--- src/rau_pkg.sv ---
// Shared types and constants of the rational arithmetic unit.
// Used by the controller, the datapath and the top level; depends on nothing.
package rau_pkg;

    // Internal word width of products, sums and the reduction loop.
    localparam int PROD_W    = 64;
    localparam int RES_NUM_W = 33;
    localparam int RES_DEN_W = 31;
    localparam int CMD_W     = 3;
    localparam int DIV_STEPS = PROD_W;
    localparam int CNT_W     = $clog2(DIV_STEPS);
    localparam int SHIFT_W   = $clog2(PROD_W);

    // Command codes.
    localparam logic [CMD_W-1:0] CMD_NORM  = 3'd0;
    localparam logic [CMD_W-1:0] CMD_ADD   = 3'd1;
    localparam logic [CMD_W-1:0] CMD_SUB   = 3'd2;
    localparam logic [CMD_W-1:0] CMD_MUL   = 3'd3;
    localparam logic [CMD_W-1:0] CMD_DIV   = 3'd4;
    localparam logic [CMD_W-1:0] CMD_RECIP = 3'd5;
    localparam logic [CMD_W-1:0] CMD_EQ    = 3'd6;

    // Product selectors: an*bd, bn*ad, ad*bd, an*bn.
    localparam logic [1:0] PSEL_AN_BD = 2'd0;
    localparam logic [1:0] PSEL_BN_AD = 2'd1;
    localparam logic [1:0] PSEL_AD_BD = 2'd2;
    localparam logic [1:0] PSEL_AN_BN = 2'd3;

    typedef enum logic [3:0] {
        ST_IDLE,
        ST_MUL,
        ST_FORM,
        ST_FIX,
        ST_MAG,
        ST_GCD,
        ST_DIV_INIT,
        ST_DIV,
        ST_DONE
    } rau_state_t;

    // Commands from the controller to the datapath.
    typedef struct packed {
        logic       load;
        logic       mul_en;
        logic [1:0] mul_sel;
        logic       form;
        logic       fix;
        logic       mag;
        logic       gcd_step;
        logic       div_init;
        logic       div_step;
        logic       out_load;
    } rau_cmd_t;

    // Status from the datapath to the controller.
    typedef struct packed {
        logic reduce;
        logic gcd_done;
    } rau_status_t;

endpackage

--- src/rau_ctrl.sv ---
// Sequencer of the rational arithmetic unit: handshakes and step control.
// Depends on rau_pkg.
module rau_ctrl (
    input  logic                 aclk,
    input  logic                 aresetn,
    input  logic                 s_valid,
    output logic                 s_ready,
    output logic                 m_valid,
    input  logic                 m_ready,
    input  rau_pkg::rau_status_t status,
    output rau_pkg::rau_cmd_t    cmd
);
    import rau_pkg::*;

    rau_state_t       state_reg, state_next;
    logic [CNT_W-1:0] cnt_reg, cnt_next;
    logic             out_valid_reg, out_valid_next;

    localparam logic [CNT_W-1:0] CNT_LAST = CNT_W'(DIV_STEPS - 1);
    localparam logic [CNT_W-1:0] MUL_LAST = CNT_W'(3);

    // State, counter and output flag registers.
    always_ff @(posedge aclk) begin
        if (!aresetn) begin
            state_reg     <= ST_IDLE;
            cnt_reg       <= '0;
            out_valid_reg <= 1'b0;
        end else begin
            state_reg     <= state_next;
            cnt_reg       <= cnt_next;
            out_valid_reg <= out_valid_next;
        end
    end

    assign s_ready = (state_reg == ST_IDLE);
    assign m_valid = out_valid_reg;

    // Next state and datapath commands.
    always_comb begin
        state_next = state_reg;
        cnt_next   = cnt_reg;
        cmd        = '0;
        cmd.mul_sel = cnt_reg[1:0];
        unique case (state_reg)
            ST_IDLE: begin
                if (s_valid) begin
                    cmd.load   = 1'b1;
                    cnt_next   = '0;
                    state_next = ST_MUL;
                end
            end
            ST_MUL: begin
                cmd.mul_en = 1'b1;
                if (cnt_reg == MUL_LAST) begin
                    cnt_next   = '0;
                    state_next = ST_FORM;
                end else begin
                    cnt_next = cnt_reg + 1'b1;
                end
            end
            ST_FORM: begin
                cmd.form   = 1'b1;
                state_next = ST_FIX;
            end
            ST_FIX: begin
                cmd.fix    = 1'b1;
                state_next = ST_MAG;
            end
            ST_MAG: begin
                cmd.mag    = 1'b1;
                state_next = ST_GCD;
            end
            ST_GCD: begin
                if (!status.reduce) begin
                    state_next = ST_DONE;
                end else if (status.gcd_done) begin
                    state_next = ST_DIV_INIT;
                end else begin
                    cmd.gcd_step = 1'b1;
                end
            end
            ST_DIV_INIT: begin
                cmd.div_init = 1'b1;
                cnt_next     = '0;
                state_next   = ST_DIV;
            end
            ST_DIV: begin
                cmd.div_step = 1'b1;
                cnt_next     = cnt_reg + 1'b1;
                if (cnt_reg == CNT_LAST) begin
                    state_next = ST_DONE;
                end
            end
            ST_DONE: begin
                if (!out_valid_reg || m_ready) begin
                    cmd.out_load = 1'b1;
                    state_next   = ST_IDLE;
                end
            end
            default: state_next = ST_IDLE;
        endcase
    end

    // The output word stays until taken; a new one is loaded only into a free slot.
    always_comb begin
        if (cmd.out_load) begin
            out_valid_next = 1'b1;
        end else if (m_ready) begin
            out_valid_next = 1'b0;
        end else begin
            out_valid_next = out_valid_reg;
        end
    end

    a_accept_to_mul: assert property (@(posedge aclk) disable iff (!aresetn)
        (s_valid && s_ready) |=> (state_reg == ST_MUL))
        else $error("accepted word did not start the products");

    a_load_free_slot: assert property (@(posedge aclk) disable iff (!aresetn)
        cmd.out_load |-> (!out_valid_reg || m_ready))
        else $error("output word overwritten before it was taken");

    a_cnt_idle: assert property (@(posedge aclk) disable iff (!aresetn)
        (state_reg == ST_GCD) |-> (cnt_reg == '0))
        else $error("step counter not cleared before reduction");

endmodule

--- src/rau_dp.sv ---
// Datapath of the rational arithmetic unit: products, sign fix, binary GCD,
// serial division and the output register. Depends on rau_pkg.
module rau_dp #(
    parameter int OPERAND_WIDTH = 16
) (
    input  logic                                aclk,
    input  logic [rau_pkg::CMD_W-1:0]           in_cmd,
    input  logic signed [OPERAND_WIDTH-1:0]     in_a_num,
    input  logic signed [OPERAND_WIDTH-1:0]     in_a_den,
    input  logic signed [OPERAND_WIDTH-1:0]     in_b_num,
    input  logic signed [OPERAND_WIDTH-1:0]     in_b_den,
    input  rau_pkg::rau_cmd_t                   cmd,
    output rau_pkg::rau_status_t                status,
    output logic signed [rau_pkg::RES_NUM_W-1:0] result_num,
    output logic [rau_pkg::RES_DEN_W-1:0]       result_den,
    output logic                                zero_den_error,
    output logic                                is_equal
);
    import rau_pkg::*;

    localparam int W = OPERAND_WIDTH;

    logic [CMD_W-1:0]       cmd_reg;
    logic signed [W-1:0]    an_reg, ad_reg, bn_reg, bd_reg;
    logic signed [PROD_W-1:0] p_reg [4];
    logic signed [PROD_W-1:0] num_reg, den_reg;
    logic                   form_reg, eq_reg, neg_reg, reduce_reg;
    logic [PROD_W-1:0]      mag_reg, u_reg, v_reg, g_reg;
    logic [SHIFT_W-1:0]     k_reg;
    logic [PROD_W-1:0]      remn_reg, quon_reg, remd_reg, quod_reg;
    logic signed [RES_NUM_W-1:0] rnum_reg;
    logic [RES_DEN_W-1:0]   rden_reg;
    logic                   rerr_reg, req_reg;

    logic signed [W-1:0]    mul_x, mul_y;
    logic signed [2*W-1:0]  prod;
    logic signed [PROD_W-1:0] an_x, ad_x;
    logic signed [PROD_W-1:0] n_form, d_form;
    logic                   form_ok;
    logic signed [PROD_W-1:0] d_fix;
    logic [PROD_W:0]        tn, td;
    logic [PROD_W:0]        g_x;
    logic signed [PROD_W-1:0] num_fin, den_fin;

    // Product operand selection; one multiplication per cycle.
    always_comb begin
        unique case (cmd.mul_sel)
            PSEL_AN_BD: begin mul_x = an_reg; mul_y = bd_reg; end
            PSEL_BN_AD: begin mul_x = bn_reg; mul_y = ad_reg; end
            PSEL_AD_BD: begin mul_x = ad_reg; mul_y = bd_reg; end
            default:    begin mul_x = an_reg; mul_y = bn_reg; end
        endcase
    end
    assign prod = mul_x * mul_y;

    assign an_x = PROD_W'(an_reg);
    assign ad_x = PROD_W'(ad_reg);

    // Raw numerator and denominator for each command.
    always_comb begin
        n_form  = '0;
        d_form  = '0;
        form_ok = 1'b1;
        unique case (cmd_reg)
            CMD_NORM:  begin n_form = an_x;               d_form = ad_x;     end
            CMD_ADD:   begin n_form = p_reg[0] + p_reg[1]; d_form = p_reg[2]; end
            CMD_SUB:   begin n_form = p_reg[0] - p_reg[1]; d_form = p_reg[2]; end
            CMD_MUL:   begin n_form = p_reg[3];           d_form = p_reg[2]; end
            CMD_DIV:   begin n_form = p_reg[0];           d_form = p_reg[1]; end
            CMD_RECIP: begin n_form = ad_x;               d_form = an_x;     end
            default:   form_ok = 1'b0;
        endcase
    end

    assign d_fix = (num_reg == '0) ? PROD_W'(1) : den_reg;

    // Restoring division of both parts by the common divisor.
    assign g_x = {1'b0, g_reg};
    assign tn  = {remn_reg, quon_reg[PROD_W-1]};
    assign td  = {remd_reg, quod_reg[PROD_W-1]};

    // Final result before the output register.
    always_comb begin
        if (reduce_reg) begin
            num_fin = neg_reg ? -$signed(quon_reg) : $signed(quon_reg);
            den_fin = $signed(quod_reg);
        end else begin
            num_fin = num_reg;
            den_fin = den_reg;
        end
    end

    assign status.reduce   = reduce_reg;
    assign status.gcd_done = (u_reg == '0);

    // Operand, product and canonical-form registers.
    always_ff @(posedge aclk) begin
        if (cmd.load) begin
            cmd_reg <= in_cmd;
            an_reg  <= in_a_num;
            ad_reg  <= in_a_den;
            bn_reg  <= in_b_num;
            bd_reg  <= in_b_den;
            eq_reg  <= (in_a_num == in_b_num) && (in_a_den == in_b_den);
        end
        if (cmd.mul_en) begin
            p_reg[cmd.mul_sel] <= PROD_W'(prod);
        end
        if (cmd.form) begin
            num_reg  <= n_form;
            den_reg  <= d_form;
            form_reg <= form_ok;
        end
        // Zero numerator forces one; a negative denominator hands its sign over.
        if (cmd.fix) begin
            if (d_fix[PROD_W-1]) begin
                num_reg <= -num_reg;
                den_reg <= -d_fix;
            end else begin
                den_reg <= d_fix;
            end
        end
        if (cmd.mag) begin
            neg_reg    <= num_reg[PROD_W-1];
            mag_reg    <= num_reg[PROD_W-1] ? -num_reg : num_reg;
            u_reg      <= num_reg[PROD_W-1] ? -num_reg : num_reg;
            v_reg      <= den_reg;
            k_reg      <= '0;
            reduce_reg <= form_reg && (num_reg != '0) && (den_reg != '0);
        end
        // One binary GCD step per cycle.
        if (cmd.gcd_step) begin
            priority if (!u_reg[0] && !v_reg[0]) begin
                u_reg <= u_reg >> 1;
                v_reg <= v_reg >> 1;
                k_reg <= k_reg + 1'b1;
            end else if (!u_reg[0]) begin
                u_reg <= u_reg >> 1;
            end else if (!v_reg[0]) begin
                v_reg <= v_reg >> 1;
            end else if (u_reg >= v_reg) begin
                u_reg <= (u_reg - v_reg) >> 1;
            end else begin
                v_reg <= (v_reg - u_reg) >> 1;
            end
        end
        if (cmd.div_init) begin
            g_reg    <= v_reg << k_reg;
            remn_reg <= '0;
            remd_reg <= '0;
            quon_reg <= mag_reg;
            quod_reg <= den_reg;
        end
        if (cmd.div_step) begin
            if (tn >= g_x) begin
                remn_reg <= PROD_W'(tn - g_x);
                quon_reg <= {quon_reg[PROD_W-2:0], 1'b1};
            end else begin
                remn_reg <= tn[PROD_W-1:0];
                quon_reg <= {quon_reg[PROD_W-2:0], 1'b0};
            end
            if (td >= g_x) begin
                remd_reg <= PROD_W'(td - g_x);
                quod_reg <= {quod_reg[PROD_W-2:0], 1'b1};
            end else begin
                remd_reg <= td[PROD_W-1:0];
                quod_reg <= {quod_reg[PROD_W-2:0], 1'b0};
            end
        end
        // Output word register.
        if (cmd.out_load) begin
            if (form_reg) begin
                rnum_reg <= num_fin[RES_NUM_W-1:0];
                rden_reg <= den_fin[RES_DEN_W-1:0];
                rerr_reg <= (den_fin == '0);
            end else begin
                rnum_reg <= '0;
                rden_reg <= '0;
                rerr_reg <= 1'b0;
            end
            req_reg <= (cmd_reg == CMD_EQ) && eq_reg;
        end
    end

    assign result_num     = rnum_reg;
    assign result_den     = rden_reg;
    assign zero_den_error = rerr_reg;
    assign is_equal       = req_reg;

endmodule

--- src/rational_arithmetic_unit_top.sv ---
// Top level of the rational arithmetic unit: stream ports, controller and datapath.
// Depends on rau_pkg, rau_ctrl and rau_dp.
//
//  Channel   Direction  tdata                         tuser
//  s_axis    in         a_num, a_den, b_num, b_den    command
//  m_axis    out        result_num, result_den        zero_den_error, is_equal
//
// A word passes through the products and the sign fix and then, for a valid command
// with both parts nonzero, through the binary GCD loop and the bit-serial divider
// over the 64-bit products.
// Reset (aresetn low at a clock edge) empties the sequencer and the output slot.
// A finished word waits in the output register while m_axis_tready is low; the
// next input word is taken as soon as the sequencer is back in idle.
module rational_arithmetic_unit_top #(
    parameter int OPERAND_WIDTH = 16
) (
    input  logic                               aclk,
    input  logic                               aresetn,
    input  logic                               s_axis_tvalid,
    output logic                               s_axis_tready,
    // a_num, a_den, b_num, b_den from bit 0 up, zero padded to bytes
    input  logic [((4*OPERAND_WIDTH+7)/8)*8-1:0] s_axis_tdata,
    // command
    input  logic [rau_pkg::CMD_W-1:0]          s_axis_tuser,
    output logic                               m_axis_tvalid,
    input  logic                               m_axis_tready,
    // result_num (33 bits), result_den (31 bits) from bit 0 up
    output logic [63:0]                        m_axis_tdata,
    // zero_den_error, is_equal from bit 0 up
    output logic [1:0]                         m_axis_tuser
);
    import rau_pkg::*;

    localparam int W = OPERAND_WIDTH;

    rau_cmd_t    cmd;
    rau_status_t status;
    logic signed [RES_NUM_W-1:0] result_num;
    logic [RES_DEN_W-1:0]        result_den;
    logic                        zero_den_error, is_equal;

    rau_ctrl u_ctrl (
        .aclk    (aclk),
        .aresetn (aresetn),
        .s_valid (s_axis_tvalid),
        .s_ready (s_axis_tready),
        .m_valid (m_axis_tvalid),
        .m_ready (m_axis_tready),
        .status  (status),
        .cmd     (cmd)
    );

    rau_dp #(.OPERAND_WIDTH(W)) u_dp (
        .aclk           (aclk),
        .in_cmd         (s_axis_tuser),
        .in_a_num       (s_axis_tdata[W-1:0]),
        .in_a_den       (s_axis_tdata[2*W-1:W]),
        .in_b_num       (s_axis_tdata[3*W-1:2*W]),
        .in_b_den       (s_axis_tdata[4*W-1:3*W]),
        .cmd            (cmd),
        .status         (status),
        .result_num     (result_num),
        .result_den     (result_den),
        .zero_den_error (zero_den_error),
        .is_equal       (is_equal)
    );

    assign m_axis_tdata = {result_den, result_num};
    assign m_axis_tuser = {is_equal, zero_den_error};

endmodule

--- config.mk ---
export PLATFORM = sky130hd
export DESIGN_NAME = rational_arithmetic_unit_top
export DESIGN_NICKNAME = d
export VERILOG_FILES = /design/src/rau_pkg.sv /design/src/rau_ctrl.sv /design/src/rau_dp.sv /design/src/rational_arithmetic_unit_top.sv
export SDC_FILE = /design/constraint.sdc
export NUM_CORES = 2
export LEC_CHECK = 0
export BUFFER_PORTS_ARGS = -buffer_cell sky130_fd_sc_hd__buf_2
export CORE_ASPECT_RATIO = 0.9
export CORE_MARGIN = 2
export CORE_UTILIZATION = 44
export DETAILED_ROUTE_END_ITERATION = 8
export HOLD_SLACK_MARGIN = 0.12
export PLACE_DENSITY = 0.56
export SLEW_MARGIN = 25
export SYNTH_ARGS = -nofsm -noshare
export SYNTH_HDL_FRONTEND = slang
export SYNTH_SLANG_ARGS = --single-unit
export TNS_END_PERCENT = 10
--- constraint.sdc ---
create_clock -name aclk -period 29.1 [get_ports aclk]
set_clock_uncertainty 0.15 [all_clocks]
set_input_delay 4.365 -clock aclk [delete_from_list [all_inputs] [get_ports aclk]]
set_output_delay 4.365 -clock aclk [all_outputs]
set_load 0.03 [all_outputs]
Word level (Yosys, flattened, before mapping)
Memories as Yosys holds them, arrays and structs flattened.
Index checks and enable logic that the tools add are counted.
- output and inout port bits: 68
- register bits after elaboration: 794
- logic and storage cells: 164
- memories: 1
- RAM bits: 256
- bits of input ports: 71
- memory list (name ; words ; bits a word ; read ports ; clocked after memory_dff ; wr ports ; RTL line ; source):
    u_dp.p_reg ; 4 ; 64 ; 4 ; 0 ; 1 ; rau_dp.sv:25 ; logic signed [PROD_W-1:0] p_reg [4];
- eq/ne operators: 25
- reductions and logical operators: 26
- add/sub/neg operators: 11
- $lt $le $gt $ge: 3
- multiplexer cells: 69
- shift operators: 1
- multipliers: 1
- operators by type and width (operator ; count):
    two-way mux 64 bit ; 30
    one-hot mux 64 bit (6 select lines) ; 1
    subtractor 64 bit ; 5
    one-hot mux 64 bit (4 select lines) ; 1
    logical NOT 64 bit ; 3
    greater-or-equal comparator 65 x 64 -> 1 bit ; 2
    negation 64 bit ; 2
    nonzero test 64 bit ; 2
    two-way mux 33 bit ; 2
    adder 64 bit ; 1
    greater-or-equal comparator 64 bit ; 1
    one-hot mux 16 bit (2 select lines) ; 2
    left shift 64 x 6 -> 64 bit ; 1
    one-hot mux 4 bit (9 select lines) ; 1
    negation 33 bit ; 1
    == test 16 bit ; 2
    multiplier 16 x 16 -> 32 bit ; 1
    two-way mux 6 bit ; 5
    two-way mux 4 bit ; 6
    one-hot mux 6 bit (4 select lines) ; 1
    two-way mux 1 bit ; 20
    == test 4 x 3 -> 1 bit, second input constant ; 4
    adder 6 x 1 -> 6 bit, second input constant ; 2
    == test 3 bit, second input constant ; 3
    25 further kinds ; 37

Depth between registers and ports, before layout
- depth after elaboration: 8
- mapped depth: 32
- mapped depth without buffers: 29

Modules after synthesis
From an unflattened synthesis, not the netlist that was laid out.
- cells, all modules: 8292
- area, all modules: 75743.9 µm²
- by module, submodules not included (module ; cells an instance ; area each (µm²) ; times used ; sequential area each (µm²)):
    rau_dp ; 8201 ; 74995.7 ; 1 ; 25384.3
    rau_ctrl ; 89 ; 733.2 ; 1 ; 220.2
    rational_arithmetic_unit_top ; 2 ; 15.0 ; 1 ; 0.0

Worst setup path before layout
OpenSTA, ideal clock, no wires.
- path type: register to register
- start point: register u_ctrl.state_reg[2]
- end point: register u_dp.quod_reg[0] (enable)
- clock period less this slack: 12.295 ns
- library setup time: 0.878 ns
- arrival: 11.267 ns
- path slack: 16.805 ns
- path buffers: 1
- cell stages (with the launch flop): 4
- required time: 28.072 ns
- cell sequence: dfxtp_1 > clkbuf_1 > nand2_1 > nor2_1
- longest elaborated chain between the ends: 3
- elaborated cells on any way between the ends: 5
- classes of those cells: eq/ne (2); mux (2); reduce/logical (1)
- ends and longest elaborated chain (element ; RTL line ; source):
    start, declared ; rau_ctrl.sv:15 ; rau_state_t state_reg, state_next;
    start signal, assigned ; rau_ctrl.sv:29 ; state_reg <= state_next;
    == test 4 x 3 -> 1 bit ; rau_ctrl.sv:44 ; unique case (state_reg)
    two-way mux 1 bit ; rau_ctrl.sv:44 ;
    nonzero test 2 bit (no line) (*) ; n/a ;
    end signal, assigned ; rau_dp.sv:152 ; quod_reg <= den_reg;
    end signal, assigned ; rau_dp.sv:164 ; quod_reg <= {quod_reg[PROD_W-2:0], 1'b1};
    end signal, assigned ; rau_dp.sv:167 ; quod_reg <= {quod_reg[PROD_W-2:0], 1'b0};
    end, declared ; rau_dp.sv:30 ; logic [PROD_W-1:0] remn_reg, quon_reg, remd_reg, quod_reg;
Mark *: on every way between the ends. The rest lies on a longest branch, timed or not.
A chain may end at the register's enable or synchronous reset.

Worst setup path after layout
- start point: register u_ctrl.cnt_reg[0]
- end point: memory u_dp.p_reg[3][62] (data pin)
- longest elaborated chain between the ends: 4
- elaborated cells on any way between the ends: 7
- classes of those cells: mul (1); eq/ne (2); mux (2); reduce/logical (2)
- ends and longest elaborated chain (element ; RTL line ; source):
    start, declared ; rau_ctrl.sv:16 ; logic [CNT_W-1:0] cnt_reg, cnt_next;
    start signal, assigned ; rau_ctrl.sv:30 ; cnt_reg <= cnt_next;
    == test 2 bit / logical NOT 2 bit (equally long branches) ; rau_dp.sv:47 ; unique case (cmd.mul_sel)
    OR reduction 2 bit (no line) ; n/a ;
    one-hot mux 16 bit (2 select lines) ; rau_dp.sv:47 ;
    multiplier 16 x 16 -> 32 bit (*) ; rau_dp.sv:54 ; assign prod = mul_x * mul_y;
    net u_dp.prod[31] ; rau_dp.sv:36 ; logic signed [2*W-1:0] prod;
    end, declared ; rau_dp.sv:25 ;
Mark *: on every way through the listed nets, which the timed path passes. The rest lies on a longest branch.

==> results by group <==
Status
  – Outcome: completed

Logic synthesis
  – EDFF count, synth: 714
  – Netlist cell types: 90
  – Synth area leader: edfxtp_1
  – Yosys warns: 0
  – Net count after synthesis: 9,591
  – Area contributors post-synth: edfxtp_1, fa_1, ha_1
  – Mapped Avg Cell Area: 8.608 sq um
  – Mapped cell area: 0.07610 sq mm
  – Register area share after synthesis: 0.3364
  – Yosys top cell area share: 0.2817
  – FFs w/ async S/R, synth: 0
  – Most used DFF post-synth: edfxtp_1
  – Flops & latches, synth: 922
  – Post-Synthesis Cells: 8,841

Timing
  – RSZ-0062 raised after global routing: false
  – Worst slew pin tran: 1.188 ns
  – Max Freq: 107.8 MHz
  – Tmin final: 9.275 ns
  – Worst hold slack: 0.3517 ns
  – Final Worst Setup Slack: 19.83 ns
  – Tcrit/Tclk final: 0.3187
  – Slew Viols, Final: 0
  – Final Setup Violations: 0
  – Hold Vio Cnt, Final: 0
  – Worst rel slew slack: 0.2021
  – Setup TNS: 0 ns

Floorplan
  – I/O Pins: 139
  – Die area: 0.1763 sq mm
  – CORE AREA: 0.1715 sq mm
  – # rows: 144
  – Initial core utilization: 0.4437
  – Die Ht: 398.5 um
  – Die width: 442.4 um

Placed design
  – Pre-CTS setup slack: 20.00 ns
  – Cell Area, Placed: 0.07872 sq mm
  – Routability cong.: 1.022
  – Port-buffer cells: 138
  – HPWL after detailed placement: 230.0 mm

Route
  – Routed WL: 296.7 mm
  – Wl on met1: 125.0 mm
  – Pre-antenna DRT Iters: 9
  – Highest metal used: met5
  – Met2 wire len: 134.2 mm
  – Vias per inst: 6.184
  – Post-route antenna net violation count: 0
  – DRC Markers: 0
  – Vias post-DR: 68.22k
  – DR WL met3: 20.88 mm
  – Wire per inst: 26.90 um
  – Initial drt markers: 7,121

Setup path
  – FF-to-FF Start: u_ctrl.cnt_reg[0]
  – Worst Setup EP: u_dp.p_reg[3][62]
  – Critical path class: reg -> reg
  – Critical path endpoint category: register
  – Flop-to-flop setup slack: 19.83 ns
  – Crit path DAT: 9.58 ns
  – Crit Path Max Fanout: 18
  – Startpoint Class: register
  – Crit path launch: u_ctrl.cnt_reg[0]
  – CP required: 29.41 ns
  – Max incr delay on CP: 0.88 ns
  – Critical R2R Capture: u_dp.p_reg[3][62]
  – Worst Reg2Reg Path Length in Cells: 28
  – Critical path's slowest cell: a21oi_1

CTS
  – CTS Buf Count: 108
  – CTS sink count: 922
  – Hold_buf cts: 0
  – Clock slew at the register clock pins of the worst setup and hold paths: 0.07 ns
  – Setup Buffers After CTS: 0
  – H-tree levels: 3
  – Clk buf depth: 3
  – CTS Root Buffer Type: clkbuf_16
  – Clock Latency Late Sink: 0.79 ns
  – CTS tree: built
  – # resized after CTS: 0

Final layout
  – Share of cells above drive strength 1: 0.07004
  – Nets@finish: 9,423
  – Fin area: 0.08269 sq mm
  – Max FFs per register: 128
  – Most common cell after layout, fill and taps aside: nand2_1
  – P&R area growth vs syn: 8.661%
  – Leading cell types in the layout, fill and taps excluded: nand2_1, a21oi_1, nor2_1

Global route
  – Total gr overflow: 0
  – Initial antenna violation count: 14
  – Largest net degree at the start of global routing: 119
  – Vias in the first global route: 65.51k
  – Gr usage total: 0.3278
  – Global-route wire length before repair: 435.0 mm

Run
  – MaxCap Viol Count: 0

Worst hold path
  – Worst min-delay path class: reg -> reg
-- per-layer routing --
metal	vias up	track usage
li1	31310	-
met1	33500	0.4334
met2	2862	0.5263
met3	549	0.05006
met4	6	0.1594
met5	-	0
-- cell families (layout without fill, tap and decap cells) --
logic type / Yosys count / after routing / synth area share
and+or+nand+nor: 2912 / 2912 / 0.1699
AOI/OAI and AO/OA: 2501 / 2501 / 0.2086
buffers and inverters: 1136 / 1062 / 0.05644
DFF: 922 / 922 / 0.3364
adders and majority gates: 679 / 679 / 0.1380
xor gates and xnor gates: 520 / 520 / 0.05984
muxes: 171 / 171 / 0.03088
other: 0 / 2 / 0
-- cell type report --
class                           count  area [sq um]
Fill cell                       16600         88830
Multi-Input combinational cell   6783         46420
Sequential cell                   922         25620
Tap cell                         2263          2831
Clock buffer                      121          2794
Inverter                          595          2241
Timing Repair Buffer              263          1647
Clock inverter                     83          1141
Antenna cell                        2         5.005
-- how the worst min path moves through the flow --
stage / start / endpoint / slack, ns / cells after the start
after global routing: u_dp.mag_reg[14] / u_dp.quon_reg[14] / 0.37 / 2
after CTS: u_dp.quon_reg[34] / u_dp.quon_reg[35] / 0.36 / 2
final: u_dp.mag_reg[3] / u_dp.quon_reg[3] / 0.35 / 2
after global placement: u_ctrl.cnt_reg[5] / u_ctrl.cnt_reg[5] / 0.33 / 2
after detailed placement: u_dp.quon_reg[34] / u_dp.quon_reg[35] / 0.34 / 2
after floorplan: u_dp.num_reg[63] / u_dp.neg_reg / 0.31 / 0
-- cells in the mapped netlist, types with 19 or more instances --
master and count:
o211ai_1 41, nand4_1 97, ha_1 412, nand2_1 1355, and2_1 41, o22ai_1 83, edfxtp_1 714, clkbuf_1 472
nor2_1 727, or4_1 28, xnor2_1 288, o21bai_1 88, buf_1 50, a222oi_1 36, o21a_1 61, xor2_1 232
o21ai_1 23, mux4_2 50, a21o_1 217, a221o_1 26, nor3_1 109, a221oi_1 67, or2_2 21, a31oi_1 75
dfxtp_1 208, o221ai_1 35, o41ai_1 19, o21ai_0 509, fa_1 267, inv_1 592, a22o_1 25, nand2b_1 52
or3_1 58, a22oi_1 50, a21oi_1 815, o31ai_1 61, nor2b_1 79, nor4_1 88, and3_1 39, mux2i_1 111
a211oi_1 77, o211a_1 41, nand3_1 149
-- worst max-delay path, delay by kind of cell (launching register included) --
| family | cells | cell delay (ns) |
|---|---|---|
| xor gates and xnor gates | 1 | 0.13 |
| buffers and inverters | 6 | 1.03 |
| AOI/OAI and AO/OA | 11 | 2.98 |
| DFF | 1 | 0.36 |
| and+or+nand+nor | 2 | 0.32 |
| adders and majority gates | 8 | 3.97 |
-- through the flow --
step,instances,utilization
3_5_place_dp,10830,0.4590
6_report,11030,0.4821
4_1_cts,11030,0.4819
3_3_place_gp,10820,0.4586
5_1_grt,11030,0.4821
2_1_floorplan,8841,-
Power is not shown: default switching activity piles up to over one toggle a cycle in this logic, so the estimate is an artifact.
